--- src/design/assert_macros.svh ---
// ---------------------------------------------------------------------------
// assertion macros used by the tagged_header_block_parser design file
// ---------------------------------------------------------------------------
`ifndef ASSERT_MACROS_SVH
`define ASSERT_MACROS_SVH

// property that must hold at every clock edge out of reset
`define ASSERT_ALWAYS(label, prop, msg) \
    label: assert property (@(posedge aclk) disable iff (!aresetn) (prop)) \
        else $error(msg);

// implication checked at every clock edge out of reset
`define ASSERT_IMPLY(label, cond, prop, msg) \
    label: assert property (@(posedge aclk) disable iff (!aresetn) (cond) |-> (prop)) \
        else $error(msg);

`endif

--- src/design/thbp_pkg.sv ---
// ---------------------------------------------------------------------------
// thbp_pkg
// types, codes and the tag table of the tagged header block parser
// ---------------------------------------------------------------------------
package thbp_pkg;

    // status codes carried with a result item
    localparam logic [1:0] ST_RUN      = 2'd0;
    localparam logic [1:0] ST_COMPLETE = 2'd1;
    localparam logic [1:0] ST_BADMAGIC = 2'd2;

    // input item
    typedef struct packed {
        logic [7:0] data_byte;
        logic       start_header;
    } thbp_in_t;

    // result item
    typedef struct packed {
        logic        write_valid;
        logic [10:0] record_offset;
        logic [7:0]  record_byte;
        logic [1:0]  status;
    } thbp_out_t;

    // lookup result for one block tag
    typedef struct packed {
        logic        hit;
        logic [10:0] offset;
        logic [8:0]  limit;
    } thbp_tag_info_t;

    // expected magic byte for a field position ('TAFF')
    function automatic logic [7:0] magic_byte(input logic [1:0] idx);
        logic [7:0] res;
        case (idx)
            2'd0:    res = 8'h54;
            2'd1:    res = 8'h41;
            default: res = 8'h46;
        endcase
        return res;
    endfunction

    // known tags with their record offset and copy limit
    function automatic thbp_tag_info_t tag_lookup(input logic [31:0] tag);
        thbp_tag_info_t res;
        res = '{hit: 1'b1, offset: 11'd0, limit: 9'd0};
        case (tag)
            32'h39CB44F1: begin res.offset = 11'd0;    res.limit = 9'h004; end
            32'h2C2381CF: begin res.offset = 11'd4;    res.limit = 9'h005; end
            32'h37F9D612: begin res.offset = 11'd16;   res.limit = 9'h040; end
            32'h8578C004: begin res.offset = 11'd80;   res.limit = 9'h108; end
            32'h0F992DFE: begin res.offset = 11'd344;  res.limit = 9'h018; end
            32'h66C65056: begin res.offset = 11'd368;  res.limit = 9'h060; end
            32'h6AEBB196: begin res.offset = 11'd464;  res.limit = 9'h060; end
            32'h1CE68F50: begin res.offset = 11'd560;  res.limit = 9'h1B8; end
            32'hC7708CDA: begin res.offset = 11'd1000; res.limit = 9'h150; end
            default:      res.hit = 1'b0;
        endcase
        return res;
    endfunction

endpackage

--- src/design/tagged_header_block_parser.sv ---
// ---------------------------------------------------------------------------
// tagged_header_block_parser
// parses a 'TAFF' archive header byte by byte into record writes and status
// ---------------------------------------------------------------------------
//  channel | dir | payload     | handshake
//  s_      | in  | thbp_in_t   | s_valid / s_ready
//  m_      | out | thbp_out_t  | m_valid / m_ready
//
//  one input item per cycle while s_ready is high; an item is decoded against the field counters
//  and its result, if any, lands in the output register on the next edge
//  an item is accepted whenever the output register is empty or being taken
//  items that cause no result leave the output register untouched
//  reset (aresetn low, synchronous) returns the parser to the magic field
// ---------------------------------------------------------------------------
`include "assert_macros.svh"

module tagged_header_block_parser
    import thbp_pkg::*;
(
    input  logic      aclk,
    input  logic      aresetn,
    input  logic      s_valid,
    output logic      s_ready,
    input  thbp_in_t  s_data,
    output logic      m_valid,
    input  logic      m_ready,
    output thbp_out_t m_data
);

    typedef enum logic [2:0] {
        PH_MAGIC,
        PH_COUNT,
        PH_TAG,
        PH_LEN,
        PH_PAYLOAD,
        PH_DONE
    } phase_t;

    phase_t      phase_reg, phase_next;
    logic [1:0]  fbc_reg, fbc_next;
    logic        magic_ok_reg, magic_ok_next;
    logic [31:0] blocks_left_reg, blocks_left_next;
    logic [31:0] tag_reg, tag_next;
    logic [31:0] payload_left_reg, payload_left_next;
    logic [8:0]  copy_left_reg, copy_left_next;
    logic [10:0] dest_reg, dest_next;
    logic        m_valid_reg, m_valid_next;
    thbp_out_t   m_data_reg, m_data_next;

    phase_t         ph;
    logic [1:0]     fbc;
    logic           magic_ok;
    logic           accept;
    logic           last_byte;
    logic [7:0]     b;
    logic [31:0]    len_full;
    thbp_tag_info_t tinfo;
    logic           wv;
    logic [1:0]     st;

    assign s_ready = !m_valid_reg || m_ready;
    assign accept  = s_valid && s_ready;
    assign m_valid = m_valid_reg;
    assign m_data  = m_data_reg;

    // start mark restarts the parser on this byte
    assign ph        = s_data.start_header ? PH_MAGIC : phase_reg;
    assign fbc       = s_data.start_header ? 2'd0 : fbc_reg;
    assign magic_ok  = s_data.start_header ? 1'b1 : magic_ok_reg;
    assign b         = s_data.data_byte;
    assign last_byte = (fbc == 2'd3);
    assign len_full  = {b, payload_left_reg[31:8]};
    assign tinfo     = tag_lookup(tag_reg);

    // field decode for one item
    always_comb begin
        phase_next        = phase_reg;
        fbc_next          = fbc_reg;
        magic_ok_next     = magic_ok_reg;
        blocks_left_next  = blocks_left_reg;
        tag_next          = tag_reg;
        payload_left_next = payload_left_reg;
        copy_left_next    = copy_left_reg;
        dest_next         = dest_reg;
        wv                = 1'b0;
        st                = ST_RUN;
        m_valid_next      = m_valid_reg && !m_ready;
        m_data_next       = m_data_reg;

        if (accept) begin
            phase_next    = ph;
            fbc_next      = fbc + 2'd1;
            magic_ok_next = magic_ok;
            case (ph)
                PH_MAGIC: begin
                    if (b != magic_byte(fbc)) begin
                        magic_ok_next = 1'b0;
                    end
                    if (last_byte) begin
                        phase_next = PH_COUNT;
                    end
                end
                PH_COUNT: begin
                    blocks_left_next = {b, blocks_left_reg[31:8]};
                    if (last_byte) begin
                        if (!magic_ok) begin
                            phase_next = PH_DONE;
                            st         = ST_BADMAGIC;
                        end else if (blocks_left_next == 32'd0) begin
                            phase_next = PH_DONE;
                            st         = ST_COMPLETE;
                        end else begin
                            phase_next = PH_TAG;
                        end
                    end
                end
                PH_TAG: begin
                    tag_next = {b, tag_reg[31:8]};
                    if (last_byte) begin
                        phase_next = PH_LEN;
                    end
                end
                PH_LEN: begin
                    payload_left_next = len_full;
                    if (last_byte) begin
                        // copy length is the smaller of block length and tag limit, or zero for an unknown tag
                        if (!tinfo.hit) begin
                            copy_left_next = 9'd0;
                            dest_next      = 11'd0;
                        end else begin
                            dest_next = tinfo.offset;
                            if (len_full < {23'd0, tinfo.limit}) begin
                                copy_left_next = len_full[8:0];
                            end else begin
                                copy_left_next = tinfo.limit;
                            end
                        end
                        if (len_full == 32'd0) begin
                            blocks_left_next = blocks_left_reg - 32'd1;
                            if (blocks_left_reg == 32'd1) begin
                                phase_next = PH_DONE;
                                st         = ST_COMPLETE;
                            end else begin
                                phase_next = PH_TAG;
                            end
                        end else begin
                            phase_next = PH_PAYLOAD;
                        end
                    end
                end
                PH_PAYLOAD: begin
                    fbc_next = 2'd0;
                    if (copy_left_reg != 9'd0) begin
                        wv             = 1'b1;
                        dest_next      = dest_reg + 11'd1;
                        copy_left_next = copy_left_reg - 9'd1;
                    end
                    payload_left_next = payload_left_reg - 32'd1;
                    if (payload_left_reg == 32'd1) begin
                        blocks_left_next = blocks_left_reg - 32'd1;
                        if (blocks_left_reg == 32'd1) begin
                            phase_next = PH_DONE;
                            st         = ST_COMPLETE;
                        end else begin
                            phase_next = PH_TAG;
                        end
                    end
                end
                default: begin
                    phase_next = PH_DONE;
                    fbc_next   = fbc;
                end
            endcase

            // result item only for a record write or the end of the header
            if (wv || st != ST_RUN) begin
                m_valid_next              = 1'b1;
                m_data_next.write_valid   = wv;
                m_data_next.record_offset = wv ? dest_reg : 11'd0;
                m_data_next.record_byte   = wv ? b : 8'd0;
                m_data_next.status        = st;
            end
        end
    end

    // state and output register
    always_ff @(posedge aclk) begin
        if (!aresetn) begin
            phase_reg        <= PH_MAGIC;
            fbc_reg          <= 2'd0;
            magic_ok_reg     <= 1'b1;
            blocks_left_reg  <= 32'd0;
            tag_reg          <= 32'd0;
            payload_left_reg <= 32'd0;
            copy_left_reg    <= 9'd0;
            dest_reg         <= 11'd0;
            m_valid_reg      <= 1'b0;
        end else begin
            phase_reg        <= phase_next;
            fbc_reg          <= fbc_next;
            magic_ok_reg     <= magic_ok_next;
            blocks_left_reg  <= blocks_left_next;
            tag_reg          <= tag_next;
            payload_left_reg <= payload_left_next;
            copy_left_reg    <= copy_left_next;
            dest_reg         <= dest_next;
            m_valid_reg      <= m_valid_next;
        end
        m_data_reg <= m_data_next;
    end

    // checks on the parser state and results
    `ASSERT_IMPLY(a_result_has_cause, m_valid_reg, m_data_reg.write_valid || m_data_reg.status != ST_RUN, "result item without write or status")
    `ASSERT_IMPLY(a_no_write_on_bad_magic, m_valid_reg && m_data_reg.write_valid, m_data_reg.status != ST_BADMAGIC, "record write with bad magic status")
    `ASSERT_IMPLY(a_payload_nonzero, phase_reg == PH_PAYLOAD, payload_left_reg != 32'd0, "payload phase with nothing left")
    `ASSERT_IMPLY(a_copy_within_payload, phase_reg == PH_PAYLOAD, 32'(copy_left_reg) <= payload_left_reg, "copy count exceeds payload count")

endmodule
--- config.mk ---
export PLATFORM = sky130hd
export DESIGN_NAME = tagged_header_block_parser
export DESIGN_NICKNAME = d
export VERILOG_FILES = /design/src/design/thbp_pkg.sv /design/src/design/tagged_header_block_parser.sv
export VERILOG_INCLUDE_DIRS = /design/src /design/src/design
export SDC_FILE = /design/constraint.sdc
export NUM_CORES = 1
export LEC_CHECK = 0
export BUFFER_PORTS_ARGS = -buffer_cell sky130_fd_sc_hd__buf_2
export CAP_MARGIN = 0
export CORE_ASPECT_RATIO = 2
export CORE_MARGIN = 3
export CORE_UTILIZATION = 32
export DETAILED_ROUTE_END_ITERATION = 12
export RECOVER_POWER = 50
export SETUP_SLACK_MARGIN = 0.5
export SKIP_LAST_GASP = 1
export SLEW_MARGIN = 20
export SYNTH_ARGS = -nofsm -noshare
export SYNTH_HDL_FRONTEND = slang
export SYNTH_SLANG_ARGS = --single-unit
--- constraint.sdc ---
create_clock -name aclk -period 3.67 [get_ports aclk]
set_input_delay 0.734 -clock aclk [delete_from_list [all_inputs] [get_ports aclk]]
set_output_delay 0.734 -clock aclk [all_outputs]
set_load 0.005 [all_outputs]
==> metrics.yaml, run 1 <==
status:
  status: "finished clean"
power:
  swShare_pct: 24.39
  switchingPower_w: 0.0008843
  p_clk_share_pct: 51.6
  p_int_w: 0.002741
  p_leak_nw: 3.764
  p_seq_share_pct: 44.4
  combPwrFrac_pct: 3.9
  p_per_area_nw_per_um2: 339.5
  vdd_drop_max_mv: 0.3437
sta:
  period_needed_ns: 3.194
  skew_ns: 0.01414
  maxSlewHeadroom_pct: 26.23
  report.final.slew_viol_count: 0
  tightest_slew_ns: 1.107
  rsz0062_at_grt: "yes"
  finalSetupViolCount: 0
  post-route-period-util_pct: 87.03
  hold_viol: 0
  whs_ns: 0.4748
  tns_ns: 0
  fmax_ghz: 0.3131
  fin_ws_ns: 0.4760
worst_setup_path:
  r2r_slack_ns: 0.48
  cp_cell_sequence: "nor4b_1, clkbuf_1, o41a_1, o21ai_0, buf_4, o21ai_0, o31ai_1, a31oi_1, nor2_1"
  arrival_ns: 3.51
  cp-end-kind: "flop"
  startpoint: "phase_reg[2]"
  worst_path_most_repeated_cell: "o21ai_0"
  crit_type: "reg2reg"
  start_kind: "flop"
  r2r_start: "phase_reg[2]"
  required_ns: 3.99
  reg2reg_to: "dest_reg[2]"
  cpMaxStageDelayCell: "nor4b_1"
  r2r_cells: 9
  critical_path.max_fanout: 17
  critical-path-max-stage-delay_ns: 0.63
worst_hold_path:
  min_to: "payload_left_reg[7]"
  holdPathStages: 2
  hp-class: "reg2reg"
  min-delay-start: "payload_left_reg[7]"
cells_and_area:
  final_common_cell: "nand2_1"
  layout-drive-gt1-share_pct: 18.33
  fin_nets: 1250
  final_cell_mix: "156 x nand2_1, 116 x a21oi_1, 113 x nor2_1"
  diodes: 0
  syn_to_final_growth_pct: 22.47
  final_cells: 1577
logic_synthesis:
  synth_ff_type: "dfxtp_1"
  synth_seq_cells: 145
  ys_types: 80
  synth.top_cells.by_area: "dfxtp_1 28%, edfxtp_1 7.6%, a21oi_1 6.9%"
  syn_area_um2: 8718
  synthArstFlopShare_pct: 0
  synth_cells: 1154
  avgSynthCellArea_um2: 7.555
  yosysSeqAreaShare_pct: 35.82
  syn_nets: 1184
  yosys_warnings: 0
  synth_top_area_share_pct: 28.24
  synth_edf_count: 22
  yosys.area.top_type: "dfxtp_1"
drt:
  drtPass1Iterations: 5
  dr.first_iter.drc_count: 675
  drt-vias-per-instance: 5.781
  num_vias: 9116
  drc: 0
  wl_per_cell_um: 19.94
  ant_nets: 0
  drt_wl_total_mm: 31.45
die:
  fp.dieArea_um2: 29380
  fp.dieW_um: 122.7
  core_um2: 26590
  io_pins: 37
  start_util_pct: 32.79
  fp-row-count: 84
  die_h_um: 239.4
grt:
  grt_max_degree: 63
  grt_pass1_vias: 9123
  grtUsageTotal_pct: 21.72
  grt_overflow: 0
  grt_pass1_wl_mm: 49.19
  antenna_found_initial: 0
placement:
  gp_congestion: 0.9411
  io_buffers: 36
  dp_hpwl_mm: 23.20
  post-place-cells: 1518
  dp_slack_ns: 0.1214
clock_network:
  htree_num_levels: 4
  clk-insertion-delay-late_ns: 0.45
  cts_buffer_depth: 2
  cts.reportedPaths.clkPinSlew_ns: 0.06
  cts-root-buf: "clkbuf_16"
  clkSinkCount: 145
  cts_buffers: 17
  cts_tree: "built"
flow_run:
  maxCapViolations: 0
[worst max path at each step]
| stage | endpoint | slack [ns] | cells past startpoint |
|---|---|---|---|
| after floorplan | copy_left_reg[6] | 0.54 | 12 |
| after global placement | blocks_left_reg[9] | 0.19 | 12 |
| after detailed placement | blocks_left_reg[7] | 0.12 | 12 |
| after CTS | copy_left_reg[7] | 0.48 | 12 |
| after global routing | tag_reg[10] | 0.22 | 6 |
| final | dest_reg[2] | 0.48 | 9 |
[cell usage after synthesis, drive strengths merged (13+ instances only)]
| cell type | number |
|---|---|
| a21oi | 120 |
| a22oi | 16 |
| a31oi | 15 |
| and2 | 30 |
| buf | 13 |
| clkbuf | 66 |
| dfxtp | 123 |
| edfxtp | 22 |
| ha | 17 |
| inv | 18 |
| nand2 | 157 |
| nand3 | 33 |
| nand4 | 22 |
| nor2 | 119 |
| nor3 | 48 |
| nor4 | 28 |
| o211ai | 20 |
| o21ai | 91 |
| o31ai | 14 |
| or3 | 13 |
[cells by family after synthesis]
| logic type | Yosys count | share of synthesized area, % |
|---|---|---|
| AO/OA/AOI/OAI | 347 | 24.48 |
| XOR/XNOR | 7 | 0.7032 |
| adder cells (fa/ha/maj) | 17 | 2.440 |
| buffers and inverters | 97 | 4.463 |
| flip-flops | 145 | 35.82 |
| multiplexers | 2 | 0.2440 |
| AND/OR/NAND/NOR | 539 | 31.85 |
[metrics by stage]
step	util (%)	cell area (um^2)	power, W
after global placement	36.02	9577	0.001796
after detailed placement	36.02	9577	0.001797
final	40.16	10680	0.003626
after global routing	40.16	10680	0.003753
after CTS	39.42	10480	0.003665
after floorplan	-	8740	0.001734
[routing by layer]
layer  vias up  GRT usage (%)  part of all wire [%]
li1       4393              -                     -
met4         0          18.08                   8.7
met5         -              0                     0
met1      4358          19.63                    33
met2       232          40.44                    55
met3       133          3.922                   3.0
[cell type report]
type,count,area [um^2]
Timing Repair Buffer,125,869.6
Tap cell,344,430.4
Fill cell,2712,15910
Sequential cell,145,3177
Multi-Input combinational cell,913,5514
Inverter,18,67.56
Clock inverter,14,190.2
Clock buffer,18,429.2
[worst max-delay path, delay by kind of cell, from the launching register on]
kind,cells,cell delay (ns)
AOI/OAI and AO/OA,5,0.92
buffers and inverters,2,0.84
and+or+nand+nor,2,0.68
DFF,1,0.61
[power groups by stage]
stage / logic (W) / registers, W / clock network, W
floorplan: 0.0000829 / 0.00165 / 0
global placement: 0.000140 / 0.00166 / 0
detailed placement: 0.000141 / 0.00166 / 0
CTS: 0.000142 / 0.00161 / 0.00191
global route: 0.000155 / 0.00161 / 0.00199
finish: 0.000143 / 0.00161 / 0.00187
[timing repair]
| action | CTS | global route |
|---|---|---|
| resized for setup | 43 | 42 |
| pin swaps | 15 | 26 |
| buffers inserted | 17 | 9 |
| gates cloned | 1 | 0 |
| hold buffers | 0 | 0 |
| endpoints found under the setup margin | 9 | 31 |
No activity file was read; power rests on OpenSTA's default activity.
==> run 2: changes to the inputs <==
--- a/config.mk
+++ b/config.mk
@@ -6,6 +6,7 @@
 export SDC_FILE = /design/constraint.sdc
 export NUM_CORES = 1
 export LEC_CHECK = 0
+export ABC_AREA = 1
 export BUFFER_PORTS_ARGS = -buffer_cell sky130_fd_sc_hd__buf_2
 export CAP_MARGIN = 0
 export CORE_ASPECT_RATIO = 2
==> run 2 against run 1 <==
The run now ends with capacitance limit, slew limit left. Design area up 0.46%. Register-to-register slack improved by 0.18 ns. Non-clock buffer count down 64. Combinational power grew to 3.6 times the previous value. Power increased by 10%. Via count increased by 7.7%. Sequential power up 2%.
==> metrics.yaml, run 2 <==
status:
  status: "finished with violations"
  violations: "capacitance limit, slew limit"
logic_synthesis:
  syn_area_um2: 9469  # +8.6%
  synth_seq_cells: 145  # unchanged
  synth_commonest_cells: "250 x nand2_1, 202 x nor2_1, 170 x inv_1"
  yosys_warnings: 0  # unchanged
  synth_ff_type: "dfxtp_1"
  syn_nets: 1465  # +24%
  ys_types: 48  # -40%
  synth_cells: 1435  # +24%
  synth_edf_count: 22  # unchanged
  yosysMostFrequentCell: "nand2_1"
  synth.top_cells.by_area: "dfxtp_1 26%, nand2_1 9.9%, a21oi_1 8.1%"
  avgSynthCellArea_um2: 6.599  # -13%
  yosysSeqAreaShare_pct: 32.98  # -2.8 points
  synthArstFlopShare_pct: 0  # unchanged
  yosys.area.top_type: "dfxtp_1"
  synth_top_area_share_pct: 26.00  # -2.2 points
clock_network:
  clk-insertion-delay-late_ns: 0.46  # about the same
  clkSinkCount: 145  # unchanged
  ctsHoldBuffers: 0  # unchanged
  htree_num_levels: 4  # unchanged
  cts.reportedPaths.clkPinSlew_ns: 0.06  # about the same
  cts_buffer_depth: 2  # unchanged
  cts_buffers: 17  # unchanged
  cts-root-buf: "clkbuf_16"
  cts_tree: "built"
drt:
  drt_wl_total_mm: 33.38  # +6.1%
  wl_per_cell_um: 18.15  # -9.0%
  drt-vias-per-instance: 5.340  # -7.6%
  drc: 0  # unchanged
  ant_nets: 0  # unchanged
  dr.first_iter.drc_count: 737  # +9.2%
  num_vias: 9821  # +7.7%
  drtPass1Iterations: 9  # +4
placement:
  gp_congestion: 1.039  # +10%
  dp_hpwl_mm: 25.38  # +9.4%
  io_buffers: 36  # unchanged
  dp_slack_ns: 0.4696  # +0.3482 ns
sta:
  rsz0062_at_grt: "no"
  tns_ns: 0  # unchanged
  period_needed_ns: 3.076  # -0.1182 ns
  fmax_ghz: 0.3251  # +3.8%
  finalSetupViolCount: 0  # unchanged
  tightest_slew_ns: 1.647  # +0.5403 ns
  post-route-period-util_pct: 83.81  # -3.2 points
  fin_ws_ns: 0.5942  # +0.1182 ns
  hold_viol: 0  # unchanged
  report.final.slew_viol_count: 29  # +29
  maxSlewHeadroom_pct: -10.19  # -36 points
  skew_ns: 0.01396  # -0.0001792 ns
worst_setup_path:
  required_ns: 4.05  # +0.06 ns
  critical_path.max_fanout: 24  # +7
  arrival_ns: 3.46  # -0.05 ns
  cp-end-kind: "flop"
  crit_type: "in2reg"
  start_kind: "input pin"
grt:
  grtUsageTotal_pct: 20.90  # -0.82 points
  grt_pass1_vias: 9532  # +4.5%
  grt_overflow: 0  # unchanged
  grt_pass1_wl_mm: 51.46  # +4.6%
  grt_max_degree: 63  # unchanged
  antenna_found_initial: 1  # +1
worst_hold_path:
  hp-class: "reg2reg"
power:
  p_leak_nw: 4.488  # +19%
  vdd_drop_max_mv: 0.3296  # -4.1%
  p_per_area_nw_per_um2: 372.5  # +9.7%
cells_and_area:
  fin_nets: 1495  # +20%
  final_cell_mix: "248 x nand2_1, 199 x nor2_1, 167 x inv_1"
  syn_to_final_growth_pct: 13.28
  final_common_cell: "nand2_1"
  layout-drive-gt1-share_pct: 11.98  # -6.4 points
die:
  fp.dieArea_um2: 31820  # +8.3%
  die_h_um: 249.3  # +4.1%
  start_util_pct: 32.70  # -0.088 points
  core_um2: 28960  # +8.9%
  io_pins: 37  # unchanged
  fp.dieW_um: 127.6  # +4.0%
  fp-row-count: 88  # +4.8%
flow_run:
  maxCapViolations: 1  # +1
## run 2: cell types whose count changed after synthesis, moves of 14 or more
| cell | delta |
|---|---|
| nor2_1 | +85 |
| nor4_1 | -15 |
| a22oi_1 | -16 |
| and2_1 | -30 |
| nand2_1 | +93 |
| o21ai_0 | +40 |
| clkbuf_1 | -41 |
| nor2_2 | +17 |
| o31ai_1 | -14 |
| a21oi_1 | +33 |
| xor2_1 | +32 |
| nand4_1 | +18 |
| inv_1 | +153 |
| nand3_1 | +30 |
## run 2: per-layer routing
metal | share of wire [%] | vias to the layer above | track usage [%]
li1 | - | 4818 | -
met1 | 34 | 4613 | 19.25
met2 | 55 | 280 | 39.89
met3 | 3.4 | 110 | 3.262
met4 | 7.6 | 0 | 15.39
met5 | 0 | - | 0
## run 2: cell type report
type | count | area [um^2]
timing repair buffer | 61 | 376.6
clock buffer | 20 | 446.7
multi-input combinational | 1055 | 5464
sequential | 145 | 3128
inverter | 185 | 700.7
fill | 3176 | 18230
clock inverter | 12 | 157.7
tap | 360 | 450.4
antenna | 1 | 2.502
## run 2: worst paths after layout
path         slack [ns]                    to  cells past startpoint                 from
max                0.59  payload_left_reg[27]                     12            s_data[0]
min                0.48            fbc_reg[0]                      2           fbc_reg[0]
max reg2reg        0.66            m_data[16]                     10  payload_left_reg[8]
min reg2reg        0.48            fbc_reg[0]                      2           fbc_reg[0]
## run 2: stage by stage
stage / std cells / util [%] / area, um^2 / hold WS [ns] / power (W)
final: 1839 / 37.04 / 10730 / 0.4755 / 0.003996
after global routing: 1838 / 37.03 / 10720 / 0.5052 / 0.004151
after CTS: 1833 / 36.71 / 10630 / 0.4825 / 0.004026
after detailed placement: 1801 / 34.60 / 10020 / 0.4707 / 0.002201
after global placement: 1801 / 34.60 / 10020 / 0.4536 / 0.002196
after floorplan: 1435 / - / 9469 / 0.4408 / 0.002066
## run 2: worst max-delay path, stage by stage
cell      delay [ns]
clkbuf_1        0.37
nor2_1          0.18
nor2_4          0.18
nand2_4         0.18
nand2_1         0.65
inv_4           0.09
nor2_4          0.15
inv_2           0.21
buf_12          0.23
a21oi_1         0.20
o21ai_0         0.13
a21oi_1         0.13
## run 2: what timing repair did
item                                   in CTS  in global routing
pin swaps                                   0                  3
buffers inserted                            0                  5
endpoints found under the hold margin       0                  0
gates resized for setup                     2                 32
setup endpoints to repair                   8                  9
## run 2: cell families (layout without fill, tap and decap cells)
| group | after synthesis | after routing | synth area share [%] |
|---|---|---|---|
| other | 0 | 1 | 0 |
| xor gates and xnor gates | 42 | 42 | 3.885 |
| and+or+nand+nor | 657 | 657 | 31.25 |
| AOI/OAI and AO/OA | 339 | 339 | 19.52 |
| adders and majority gates | 17 | 17 | 2.246 |
| buffers and inverters | 235 | 278 | 10.12 |
| DFF | 145 | 145 | 32.98 |
## run 2: where the power goes
group	internal (W)	total, W	switching [W]
Combinational	0.000162	0.000517	0.000355
Clock	0.00109	0.00183	0.000739
Sequential	0.00163	0.00165	0.0000247
==> run 3: changes to the inputs <==
==> constraint.sdc (replaced) <==
create_clock -name aclk -period 2.6 [get_ports aclk]
set_input_delay 0.52 -clock aclk [delete_from_list [all_inputs] [get_ports aclk]]
set_output_delay 0.52 -clock aclk [all_outputs]
set_load 0.005 [all_outputs]
==> run 3 against run 2 <==
Hold slack worse by 0.086 ns. The flow finishes with violations (setup timing). Die area stayed put. First-iteration DRC count is 5.7% lower.
==> metrics.yaml, run 3 (synthesis results as in run 2) <==
status:
  status: "finished with violations"
  violations: "setup timing"
drt:
  drt_wl_total_mm: 39.11  # +17%
  wl_per_cell_um: 18.58  # +2.4%
  ant_nets: 0  # unchanged
  dr.first_iter.drc_count: 695  # -5.7%
  num_vias: 11063  # +13%
  drt-vias-per-instance: 5.256  # -1.6%
  drc: 0  # unchanged
  drtPass1Iterations: 5  # -4
sta:
  rsz0062_at_grt: "yes"
  finalSetupViolCount: 21  # +21
  period_needed_ns: 2.694
  skew_ns: 0.01334  # -0.0006286 ns
  fmax_ghz: 0.3712
  hold_viol: 0  # unchanged
  fin_ws_ns: -0.09376  # -0.6880 ns
  maxSlewHeadroom_pct: 25.63  # +36 points
  post-route-period-util_pct: 103.6
  report.final.slew_viol_count: 0  # -100%
  tightest_slew_ns: 1.116  # -0.5313 ns
worst_hold_path:
  min_to: "m_valid"
  holdPathStages: 4  # +2
  hp-class: "in2reg"
  min-delay-start: "m_ready"
cells_and_area:
  layout-drive-gt1-share_pct: 39.20  # +27 points
  diodes: 0  # -1
  syn_to_final_growth_pct: 48.68
  final_common_cell: "buf_4"
  final_area_um2: 14080  # +31%
  final_cell_mix: "217 x buf_4, 191 x nand2_1, 140 x nor2_1"
  final_cells: 2105  # +14%
  fin_nets: 1762  # +18%
worst_setup_path:
  r2r_cells: 18  # +8
  r2r_slack_ns: -0.09  # -0.75 ns
  cpMaxStageDelayCell: "dfxtp_4"
  reg2reg_to: "copy_left_reg[5]"
  critical_path.max_fanout: 7  # -71%
  r2r_start: "tag_reg[13]"
  arrival_ns: 3.02  # -0.44 ns
  required_ns: 2.93  # -1.12 ns
  start_kind: "flop"
  critical-path-max-stage-delay_ns: 0.36  # -0.29 ns
  cp-end-kind: "flop"
  crit_type: "reg2reg"
  cp_cell_sequence: "buf_4, nor2_4, buf_6, nand4_1, or2_4, o21ai_4, nor2_4, ha_4, a21oi_2, nor2_2, a211oi_2, nand2_1, nand2_2, nand2_4, clkinv_4, nand2_2, nand3_1, a21oi_1"
clock_network:
  cts.reportedPaths.clkPinSlew_ns: 0.06  # about the same
  cts-root-buf: "clkbuf_16"
  htree_num_levels: 4  # unchanged
  clkSinkCount: 145  # unchanged
  ctsHoldBuffers: 0  # unchanged
  cts_buffers: 17  # unchanged
  clk-insertion-delay-late_ns: 0.45  # about the same
  cts_tree: "built"
  cts_buffer_depth: 2  # unchanged
die:
  io_pins: 37  # unchanged
  core_um2: 28960  # unchanged
  start_util_pct: 32.70  # unchanged
  fp.dieArea_um2: 31820  # unchanged
  fp-row-count: 88  # unchanged
  die_h_um: 249.3  # unchanged
  fp.dieW_um: 127.6  # unchanged
grt:
  grt_max_degree: 67  # +6.3%
  grt_overflow: 0  # unchanged
  antenna_found_initial: 0  # -1
  grtUsageTotal_pct: 23.44  # +2.5 points
  grt_pass1_vias: 10645  # +12%
  grt_pass1_wl_mm: 57.62  # +12%
placement:
  dp_hpwl_mm: 27.82  # +9.6%
  place_area_um2: 11360  # +13%
  gp_congestion: 1.055  # +1.5%
  post-place-cells: 1961  # +8.9%
  io_buffers: 36  # unchanged
power:
  combPwrFrac_pct: 16.9  # +4.0 points
  p_leak_nw: 6.027  # +34%
  p_clk_share_pct: 42.6  # -3.1 points
  vdd_drop_max_mv: 0.4274  # +30%
  p_per_area_nw_per_um2: 406.7  # +9.2%
  p_seq_share_pct: 40.5  # -0.8 points
  p_int_w: 0.004045  # +41%
  swShare_pct: 29.35  # +1.4 points
  switchingPower_w: 0.001681  # +50%
flow_run:
  maxCapViolations: 0  # -1
[run 3: cell count changes in the layout (fill, tap and decap cells not counted), sizes merged, moves of 3 or more]
cell	before	now
clkbuf	31	42
clkinvlp	3	6
clkinv	6	9
buf	50	304
inv	185	181
[run 3: worst max path at each step]
stage                     start                to  slack, ns  depth (start not counted)
detailed placement  tag_reg[18]  copy_left_reg[5]      -0.28                         24
CTS                 tag_reg[27]  copy_left_reg[5]      -0.03                         19
global placement    tag_reg[18]  copy_left_reg[8]      -0.35                         23
floorplan           tag_reg[28]  copy_left_reg[8]       0.21                         19
global route        tag_reg[12]  copy_left_reg[8]      -0.25                         20
finish              tag_reg[13]  copy_left_reg[5]      -0.09                         18
[run 3: critical path: cells and delay by family, from the launching register on]
family	cells	cell delay [ns]
and+or+nand+nor	10	1.10
AOI/OAI and AO/OA	4	0.55
DFF	1	0.36
buffers and inverters	3	0.36
adders and majority gates	1	0.21
[run 3: metal layers]
metal  vias to the layer above  part of all wire (%)  GRT usage (%)
li1                       5356                     -              -
met1                      5195                    33          22.21
met2                       358                    55          45.09
met3                       154                   4.0          3.562
met4                         0                   8.4          15.30
met5                         -                     0              0
[run 3: layout make-up]
type	count	area [um^2]
fillers	2855	14880
multi-input cells	1056	6397
flip-flops and latches	145	3211
repair buffers	327	2728
inverters	185	739.5
well taps	360	450.4
clock buffers	19	432.9
clock inverters	13	120.1
[run 3: repair_timing]
action,4_1_cts,5_1_grt
buffers inserted,64,41
endpoints found under the setup margin,94,116
cloned,5,2
gates resized for setup,174,262
pin swaps,63,90
[run 3: power by group through the flow]
stage | combinational [W] | sequential [W] | clock, W
after floorplan | 0.000551 | 0.00237 | 0
after global placement | 0.000749 | 0.00238 | 0
after detailed placement | 0.000757 | 0.00238 | 0
after CTS | 0.000854 | 0.00232 | 0.00248
after global routing | 0.00105 | 0.00233 | 0.00256
final | 0.000966 | 0.00232 | 0.00244
[run 3: per-stage QoR]
step	worst slack, ns	setup TNS (ns)	utilization, %	power, W	hold slack, ns
finish	-0.09376	-0.9550	48.62	0.005726	0.3895
global route	-0.2534	-8.048	48.62	0.005936	0.3984
CTS	-0.02811	-0.1292	45.01	0.005656	0.3715
detailed placement	-0.2810	-2.412	39.23	0.003135	0.4713
global placement	-0.3503	-2.697	39.23	0.003126	0.4659
floorplan	0.2119	0	-	0.002920	0.4471
